[config.mk]
export PLATFORM = sky130hd
export DESIGN_NAME = q2e_queue
export DESIGN_NICKNAME = d
export VERILOG_FILES = /design/src/q2e_pkg.sv /design/src/q2e_queue.sv
export SDC_FILE = /design/constraint.sdc
export NUM_CORES = 1
export LEC_CHECK = 0
export BUFFER_PORTS_ARGS = -buffer_cell sky130_fd_sc_hd__buf_2
export CAP_MARGIN = 20
export CORE_MARGIN = 2
export CORE_UTILIZATION = 52
export DETAILED_ROUTE_END_ITERATION = 6
export PLACE_DENSITY = 0.76
export REMOVE_ABC_BUFFERS = 1
export SKIP_CTS_REPAIR_TIMING = 1
export SLEW_MARGIN = 20
export SYNTH_ARGS = -nofsm -noshare
export SYNTH_HDL_FRONTEND = slang
export SYNTH_SLANG_ARGS = --single-unit
[constraint.sdc]
create_clock -name clk -period 10.1 [get_ports clk]
set_input_delay 0.505 -clock clk [delete_from_list [all_inputs] [get_ports clk]]
set_output_delay 0.505 -clock clk [all_outputs]
set_load 0.1 [all_outputs]
[src/q2e_pkg.sv]
// Shared types, constants and arithmetic helpers for the quaternion to Euler block.
// Used by q2e_front, q2e_queue, q2e_back and quaternion_to_euler; no dependencies.
`default_nettype none
package q2e_pkg;

  typedef logic signed [63:0] wide_t;

  localparam wide_t ANG_PI      = 64'sd3373259426;
  localparam wide_t ANG_HALF_PI = 64'sd1686629713;
  localparam wide_t OUT_PI      = 64'sd25736;
  localparam wide_t OUT_HALF_PI = 64'sd12868;
  localparam wide_t ONE_Q58     = 64'sh0400_0000_0000_0000;
  localparam wide_t HALF_Q58    = 64'sh0200_0000_0000_0000;
  localparam wide_t RND_HALF    = 64'sd65536;

  localparam int MAX_STEPS  = 24;
  localparam int SQRT_STEPS = 32;
  localparam int QDEPTH     = 4;
  localparam int QPTR_W     = 2;

  typedef wide_t atan_tab_t [MAX_STEPS];
  localparam atan_tab_t ATAN_TAB = '{
    64'sd843314857, 64'sd497837829, 64'sd263043837, 64'sd133525159,
    64'sd67021687,  64'sd33543516,  64'sd16775851,  64'sd8388437,
    64'sd4194283,   64'sd2097137,   64'sd1048574,   64'sd524288,
    64'sd262144,    64'sd131072,    64'sd65536,     64'sd32768,
    64'sd16384,     64'sd8192,      64'sd4096,      64'sd2048,
    64'sd1024,      64'sd512,       64'sd256,       64'sd128
  };

  // Work item handed from the front to the back.
  typedef struct packed {
    wide_t       rs;
    wide_t       rc;
    wide_t       hs;
    wide_t       hc;
    logic [63:0] sa_arg;
    logic [63:0] sb_arg;
  } qitem_t;

  // Square-root pipeline stage payload.
  typedef struct packed {
    logic [63:0] va;
    logic [63:0] ra;
    logic [63:0] vb;
    logic [63:0] rb;
    wide_t       rs;
    wide_t       rc;
    wide_t       hs;
    wide_t       hc;
  } sqst_t;

  // One CORDIC vectoring lane.
  typedef struct packed {
    wide_t x;
    wide_t y;
    wide_t z;
    logic  zero;
  } cvec_t;

  function automatic void sqrt_iter(input logic [63:0] v, input logic [63:0] r,
                                    input logic [63:0] b, output logic [63:0] v_o,
                                    output logic [63:0] r_o);
    logic [63:0] sum;
    sum = r + b;
    if (v >= sum) begin
      v_o = v - sum;
      r_o = (r >> 1) + b;
    end else begin
      v_o = v;
      r_o = r >> 1;
    end
  endfunction

  function automatic cvec_t cordic_pre(input wide_t y, input wide_t x);
    cvec_t c;
    c.zero = (x == '0) && (y == '0);
    if (x < 0) begin
      c.z = (y >= 0) ? ANG_PI : -ANG_PI;
      c.x = -x;
      c.y = -y;
    end else begin
      c.z = '0;
      c.x = x;
      c.y = y;
    end
    return c;
  endfunction

  function automatic cvec_t cordic_iter(input cvec_t c, input int i);
    cvec_t o;
    wide_t dx;
    wide_t dy;
    dx = c.y >>> i;
    dy = c.x >>> i;
    o.zero = c.zero;
    if (c.y > 0) begin
      o.x = c.x + dx;
      o.y = c.y - dy;
      o.z = c.z + ATAN_TAB[i];
    end else begin
      o.x = c.x - dx;
      o.y = c.y + dy;
      o.z = c.z - ATAN_TAB[i];
    end
    return o;
  endfunction

  // Round to Q3.13 (nearest, ties away from zero), then saturate to +-lim.
  function automatic logic [15:0] angle_out(input wide_t z, input wide_t lim);
    wide_t r;
    if (z >= 0) begin
      r = (z + RND_HALF) >>> 17;
    end else begin
      r = -((-z + RND_HALF) >>> 17);
    end
    if (r > lim) begin
      r = lim;
    end
    if (r < -lim) begin
      r = -lim;
    end
    return r[15:0];
  endfunction

endpackage
`default_nettype wire

[src/q2e_queue.sv]
// Short register FIFO between front and back.
// Depends on q2e_pkg.
`default_nettype none
module q2e_queue import q2e_pkg::*; (
  input  wire logic   clk,
  input  wire logic   rst_n,
  input  wire logic   push,
  input  wire qitem_t din,
  input  wire logic   pop,
  output logic        full,
  output logic        empty,
  output qitem_t      dout
);

  qitem_t             mem_r [QDEPTH];
  logic [QPTR_W-1:0]  wr_r, rd_r;
  logic [QPTR_W:0]    cnt_r;

  assign full  = (cnt_r == (QPTR_W+1)'(QDEPTH));
  assign empty = (cnt_r == '0);
  assign dout  = mem_r[rd_r];

  always_ff @(posedge clk) begin
    if (!rst_n) begin
      wr_r  <= '0;
      rd_r  <= '0;
      cnt_r <= '0;
    end else begin
      if (push) begin
        wr_r <= wr_r + 1'b1;
      end
      if (pop) begin
        rd_r <= rd_r + 1'b1;
      end
      cnt_r <= cnt_r + (QPTR_W+1)'(push) - (QPTR_W+1)'(pop);
    end
  end

  always_ff @(posedge clk) begin
    if (push) begin
      mem_r[wr_r] <= din;
    end
  end

endmodule
`default_nettype wire

==> results.cfg, run 1 <==
[die]
num_rows = 121
pin_count = 774
dieArea_mm2 = 0.112
start_util_pct = 52.3
die_w_um = 335
die_h_um = 335
core_mm2 = 0.109

[placed_design]
dp.cells = 4168
place_congestion = 0.799
placed_cell_area_mm2 = 0.0621
dp_hpwl_um = 71400
portBuffers = 773

[timing]
period_needed_ns = 4.49
worst_hold_slack_ns = 0.130
worst_pin_slew_ns = 1.27
slew_violations = 0
hold_viol_final = 0
setup_viol = 0
relSlewSlack_pct = 15.3
max_freq_mhz = 223
fin_crit_sh_pct = 44.5
setup_tns_ns = 0
grt_setup_unrepaired = no
finClkSkew_ns = 0.0352

[worst_setup_path]
path_class = reg2out
start_kind = flip-flop
critPathArrivalTime_ns = 3.99
crit_path_max_fanout = 145
reg2reg_slack_ns = 6.28
worstPathRequired_ns = 9.60
setup.worst_path.end_class = primary output

[global_route]
grt_pass1_vias = 26578
antenna_found_initial = 20
grt-ovfl-total = 0
grt_usage_pct = 20.6
grt_first_pass_wirelength_um = 170000
grt_max_degree = 173

[yosys]
synth_cells = 2049
yosysWarnings = 0
synth_area_mm2 = 0.0569
synthDistinctLibCells = 21
synth_seq_cells = 1545
syn_area_per_cell_um2 = 27.8
synth_seq_area_share_pct = 81.4

[detailed_routing]
drc_errors = 0
routed_wl_um = 130000
first_pass_iters = 7
wl_per_cell_um = 26.9
dr_total_vias = 27627
viasPerCell = 5.70
drtIter0Drc = 2128
ant_nets = 0

[hold_path]
hp-class = in2reg

[clock_tree]
clk_path_buf_depth = 3
cts.reportedPaths.clkPinSlew_ns = 0.06
numCtsBuffers = 152
cts_sinks = 1545
cts_root_buffer = clkbuf_16
htreeDepth = 4
cts_tree = done
clock_latency_ns = 0.75

[final_layout]
areaGrowthSynthToFinish_pct = 24.6
fin_area_mm2 = 0.0708
final_nets = 3688
drive_above_1_share_pct = 32.9
stdcell_count = 4846
utilization_pct = 65.2

[power_and_ir_drop]
power.density_mw_per_mm2 = 226
power.leakage_nw = 24.4
irDropWorstVdd_mv = 0.201

[status]
status = completed

[job]
cap_violations = 0
## critical path, cell delays in order (launching register included)
cell and delay [ns]:
dfxtp_4 0.39, buf_12 0.72, buf_12 0.56, mux4_1 0.70, buf_2 0.33
## flip-flops by register name, summed over array words and instances (netlist names), named ones only
signal	count
mem_r	1536
wr_r	2
cnt_r	3
rd_r	2
## report_power, final
group	total [mW]	switching (mW)	internal (mW)
logic	3.03	2.38	0.644
clock network	5.49	2.35	3.14
registers	7.46	0.0793	7.38
## worst paths after layout
check	cells after the start	end	startpoint
max	4	dout[38]	flip-flop
max reg2reg	5	mem_r[0][12]$_DFFE_PP_	wr_r[0]$_SDFFE_PN0P_
min reg2reg	2	flip-flop	rd_r[0]$_SDFFE_PN0P_
min	3	flip-flop	pop
## metal layers
layer	vias to the layer above	wire [um]	GRT usage, %
met3	296	9730	6.25
met2	1322	69400	34.4
met4	8	5460	11.6
li1	11719	-	-
met1	14282	45400	24.0
met5	-	52	0
## cell usage after synthesis
cell type / instances / area, um^2
mux4_2: 131 / 2950
nand3b_1: 1 / 7.51
and2_1: 6 / 37.5
buf_2: 40 / 200
xnor2_1: 2 / 17.5
dfxtp_1: 9 / 180
buf_6: 37 / 417
mux2i_1: 1 / 10.0
a21bo_2: 1 / 10.0
fa_1: 1 / 20.0
buf_8: 4 / 60.1
edfxtp_1: 1536 / 46100
and3_1: 1 / 6.26
nor2_1: 5 / 18.8
xor3_1: 1 / 23.8
clkbuf_1: 5 / 18.8
mux4_1: 253 / 6650
nor3_1: 1 / 5.00
inv_1: 7 / 26.3
a21oi_1: 1 / 5.00
ha_1: 6 / 75.1
## placed cells by master (no fill, tap or decap), types with 7 or more instances in the layout
| cell type | Yosys | layout |
|---|---|---|
| mux4_2 | 131 | 131 |
| diode_2 | 0 | 17 |
| clkinv_1 | 0 | 35 |
| buf_12 | 0 | 12 |
| clkbuf_16 | 0 | 156 |
| dfxtp_1 | 9 | 7 |
| mux4_1 | 253 | 253 |
| clkbuf_1 | 5 | 47 |
| dlygate4sd3_1 | 0 | 385 |
| edfxtp_1 | 1536 | 1536 |
| buf_2 | 40 | 773 |
| clkinv_2 | 0 | 12 |
| inv_1 | 7 | 7 |
| bufinv_16 | 0 | 11 |
## final cells by class
cell class              count  area [um^2]
flip-flops and latches   1545        46300
fillers                  6642        37900
multi-input cells         411         9840
repair buffers           1176         8010
clock buffers             203         4080
well taps                1414         1770
clock inverters            73          746
diodes                     17         42.5
inverters                   7         26.3
## kinds of logic after synthesis
family,after synthesis,share of synthesized area [%]
compound gates,2,0.0264
xor+xnor,3,0.0726
fa+ha+maj,7,0.167
buf+inv,93,1.27
flops,1545,81.4
mux,385,16.9
simple gates,14,0.132
## metrics by stage
stage	setup slack [ns]	total power [mW]
after floorplan	-5.48	10.1
after global placement	6.35	10.4
after detailed placement	6.25	10.5
after CTS	5.53	15.9
after global routing	5.41	16.4
final	5.61	16.0
No activity file was read; power rests on OpenSTA's default activity.
==> inputs of run 2 (changes only) <==
==> constraint.sdc (replaced) <==
create_clock -name clk -period 4.05 [get_ports clk]
set_input_delay 0.2025 -clock clk [delete_from_list [all_inputs] [get_ports clk]]
set_output_delay 0.2025 -clock clk [all_outputs]
set_load 0.1 [all_outputs]
==> results.cfg, run 2 (synthesis gave the netlist of run 1 again) <==
[status]
status = completed

[detailed_routing]
ant_nets = 0
viasPerCell = 5.76
dr_total_vias = 28252
drc_errors = 0
drtIter0Drc = 2398
wl_per_cell_um = 27.7
first_pass_iters = 5
routed_wl_um = 136000

[clock_tree]
clk_path_buf_depth = 3
cts_tree = done
cts_root_buffer = clkbuf_16
clock_latency_ns = 0.74
numCtsBuffers = 152
cts.reportedPaths.clkPinSlew_ns = 0.06
htreeDepth = 4
cts_sinks = 1545

[hold_path]
hp-start = din[89]
hold_end = mem_r[0][89]$_DFFE_PP_
hp-class = in2reg
whs_path_depth = 2

[placed_design]
portBuffers = 773
dp_slack_ns = 1.49
dp_hpwl_um = 79700
place_congestion = 0.814
placed_cell_area_mm2 = 0.0628

[global_route]
grt-ovfl-total = 0
grt_usage_pct = 21.9
grt_pass1_vias = 27484
grt_max_degree = 86
grt_first_pass_wirelength_um = 178000
antenna_found_initial = 25

[final_layout]
drive_above_1_share_pct = 34.4
utilization_pct = 65.7
final_nets = 3753
multiInputGateArea_mm2 = 0.00984
areaGrowthSynthToFinish_pct = 25.6
final_common_cell = edfxtp_1
largest_reg_flops = 1536
num-fill-cells = 6630
layout_common_cells = edfxtp_1, buf_2, dlygate4sd3_1, mux4_1, clkbuf_16
top_regs = mem_r: 1536 flops, cnt_r: 3 flops
ff_latch_area_mm2 = 0.0463
fin_area_mm2 = 0.0714
regMostFlops = mem_r

[worst_setup_path]
path_class = reg2out
start_kind = flip-flop
reg2reg_depth = 5
crit_path_max_fanout = 50
r2r-start = wr_r[0]$_SDFFE_PN0P_
r2r_end = mem_r[2][148]$_DFFE_PP_
worstPathRequired_ns = 3.85
reg2reg_slack_ns = 1.79
critPathArrivalTime_ns = 3.32
setup.worst_path.end_class = primary output

[die]
core_mm2 = 0.109
dieArea_mm2 = 0.112
num_rows = 121
die_h_um = 335
die_w_um = 335
pin_count = 774
start_util_pct = 52.3

[power_and_ir_drop]
power.leakage_nw = 24.8
irDropWorstVdd_mv = 0.561
power.density_mw_per_mm2 = 556

[timing]
worst_hold_slack_ns = 0.207
worst_pin_slew_ns = 1.01
period_needed_ns = 3.52
finClkSkew_ns = 0.0320
slew_violations = 0
max_freq_mhz = 284
grt_setup_unrepaired = no
fin_crit_sh_pct = 87.0
setup_tns_ns = 0
layout_setup_ws_ns = 0.525
hold_viol_final = 0
relSlewSlack_pct = 32.9
setup_viol = 0

[job]
cap_violations = 0
==> run 2: changes by cell type in the layout (fill, tap and decap cells not counted), sizes merged <==
cell	before	now
clkinvlp	2	6
clkbuf	203	193
bufinv	11	10
inv	16	12
diode	17	22
buf	791	854
dlygate4sd3	385	387
clkinv	51	50
==> run 2: through the flow <==
| stage | cells | total power [mW] |
|---|---|---|
| after global placement | 4231 | 26.0 |
| after CTS | 4495 | 39.5 |
| after detailed placement | 4231 | 26.2 |
| after floorplan | 1963 | 25.1 |
| after global routing | 4903 | 40.8 |
| final | 4904 | 39.7 |
==> run 2: cell type report <==
class                   count  share of cell area [%]
diodes                     22                  0.0771
clock buffers             193                    5.66
clock inverters            71                   0.937
inverters                   7                  0.0368
multi-input cells         411                    13.8
flip-flops and latches   1545                    64.8
well taps                1414                    2.48
repair buffers           1241                    12.2
==> run 2: worst max-delay path, cell delays in order, from the launching register on <==
cell and delay (ns):
dfxtp_4 0.56, buf_4 0.79, mux4_1 0.77, buf_2 0.35
==> run 2: worst max-delay path by stage <==
stage	endpoint	slack [ns]	startpoint	cells past startpoint
after floorplan	dout[102]	-11.22	flip-flop	1
after global placement	dout[116]	1.51	flip-flop	3
after detailed placement	dout[73]	1.49	flip-flop	3
after CTS	dout[335]	0.60	flip-flop	3
after global routing	dout[295]	0.43	flip-flop	3
final	dout[295]	0.53	flip-flop	3
==> run 2: metal layers <==
metal  wire length (um)  GRT usage, %  part of all wire, %
met1              47000          25.2                   35
met2              71700          36.2                   53
met3              10800          7.10                  8.0
met4               6190          12.5                  4.6
met5                 48             0                0.035
==> run 2: where the power goes <==
| part | switching [mW] | internal, mW | leakage, nW |
|---|---|---|---|
| registers | 0.201 | 18.4 | 14.2 |
| logic | 5.98 | 1.68 | 8.31 |
| clock network | 5.79 | 7.70 | 2.28 |
| total | 12.0 | 27.8 | 24.8 |
==> inputs of run 3 (changes only) <==
--- a/config.mk
+++ b/config.mk
@@ -6,9 +6,11 @@
 export NUM_CORES = 1
 export LEC_CHECK = 0
 export BUFFER_PORTS_ARGS = -buffer_cell sky130_fd_sc_hd__buf_2
-export CAP_MARGIN = 20
+export CAP_MARGIN = 10
+export CELL_PAD_IN_SITES_DETAIL_PLACEMENT = 0
+export CELL_PAD_IN_SITES_GLOBAL_PLACEMENT = 1
 export CORE_MARGIN = 2
-export CORE_UTILIZATION = 52
+export CORE_UTILIZATION = 46
 export DETAILED_ROUTE_END_ITERATION = 6
 export PLACE_DENSITY = 0.76
 export REMOVE_ABC_BUFFERS = 1
==> results.cfg, run 3 (synthesis gave the netlist of run 1 again) <==
[final_layout]
drive_above_1_share_pct = 34.0
largest_reg_flops = 1536
fin_area_mm2 = 0.0716
final_common_cell = edfxtp_1
top_regs = mem_r: 1536 flops, cnt_r: 3 flops
final_nets = 3748
regMostFlops = mem_r
areaGrowthSynthToFinish_pct = 26.0
layout_common_cells = edfxtp_1, buf_2, dlygate4sd3_1, mux4_1, clkbuf_16

[clock_tree]
clock_latency_ns = 0.79
cts.reportedPaths.clkPinSlew_ns = 0.06
numCtsBuffers = 153
cts_tree = done
htreeDepth = 4
clk_path_buf_depth = 3
cts_root_buffer = clkbuf_16
cts_sinks = 1545

[detailed_routing]
dr_total_vias = 27368
wl_per_cell_um = 24.8
ant_nets = 0
drtIter0Drc = 2228
first_pass_iters = 5
viasPerCell = 5.35
routed_wl_um = 127000
drc_errors = 0

[worst_setup_path]
slowest_stage = mux4_1
setup.worst_path.end_class = primary output
worstPathCellList = buf_12 -> buf_4 -> mux4_1 -> buf_2
worstPathRequired_ns = 3.85
critPathArrivalTime_ns = 3.12
crit_path_max_fanout = 24
start_kind = flip-flop
max_stage_delay_ns = 0.65
path_class = reg2out

[die]
dieArea_mm2 = 0.126
start_util_pct = 46.5
num_rows = 128
die_h_um = 356
core_mm2 = 0.122
pin_count = 774
die_w_um = 356

[timing]
fin_crit_sh_pct = 82.1
worst_hold_slack_ns = 0.173
grt_setup_unrepaired = no
hold_viol_final = 0
relSlewSlack_pct = 37.4
setup_viol = 0
finClkSkew_ns = 0.0271
worst_pin_slew_ns = 0.939
period_needed_ns = 3.33
slew_violations = 0
setup_tns_ns = 0
max_freq_mhz = 301

[global_route]
grt_usage_pct = 19.2
grt_first_pass_wirelength_um = 177000
grt-ovfl-total = 0
grt_max_degree = 106
grt_pass1_vias = 27219
antenna_found_initial = 15

[power_and_ir_drop]
power.leakage_nw = 24.8
power.density_mw_per_mm2 = 552
irDropWorstVdd_mv = 0.435

[placed_design]
placed_cell_area_mm2 = 0.0630
place_congestion = 0.804
dp_hpwl_um = 80300
portBuffers = 773

[job]
cap_violations = 0

[hold_path]
hp-class = in2reg

[status]
status = completed
## run 3: changes by cell type in the layout (fill, tap and decap cells not counted), sizes merged
cell         before  now
diode            22   16
buf             854  847
clkinv           50   72
clkbuf          193  195
bufinv           10    6
dlygate4sd3     387  388
clkinvlp          6    2
## run 3: worst paths after layout
kind	start	end	slack (ns)	cells after the start
hold reg to reg	rd_r[0]$_SDFFE_PN0P_	flip-flop	0.55	2
setup reg to reg	wr_r[0]$_SDFFE_PN0P_	mem_r[2][321]$_DFFE_PP_	1.76	4
setup / recovery	flip-flop	dout[236]	0.72	4
hold / removal	din[296]	mem_r[2][296]$_DFFE_PP_	0.17	2
## run 3: worst max-delay path, delay by kind of cell (launching register included)
kind,cells,cell delay [ns]
DFF,1,0.59
buffers and inverters,3,1.04
muxes,1,0.65
## run 3: area by class of cell
type,instances,area (um^2)
tap,1625,2030
fill,8529,50600
timing repair buffer,1235,8620
sequential,1545,46300
multi-input combinational,411,9840
inverter,7,26.3
clock inverter,85,666
clock buffer,195,4090
antenna,16,40.0
## run 3: through the flow
stage / total power, mW / cells / setup WS (ns) / util [%]
5_1_grt: 40.7 / 5115 / 0.570 / 58.6
6_report: 39.5 / 5119 / 0.725 / 58.6
3_3_place_gp: 26.1 / 4435 / 1.52 / 51.5
4_1_cts: 39.5 / 4715 / 0.611 / 55.4
2_1_floorplan: 25.1 / 1963 / -11.22 / -
3_5_place_dp: 26.2 / 4435 / 1.50 / 51.5
## run 3: layer usage
layer	routed length, um	vias up	GRT usage (%)
li1	-	11858	-
met1	47600	14261	22.4
met2	66000	1023	32.0
met3	9010	220	6.58
met4	4400	6	8.79
met5	41	-	0
## run 3: report_power, final
group          internal [mW]  total [mW]  switching (mW)
Combinational           1.67        7.60            5.93
Sequential              18.4        18.6           0.173
Clock                   7.56        13.4            5.80
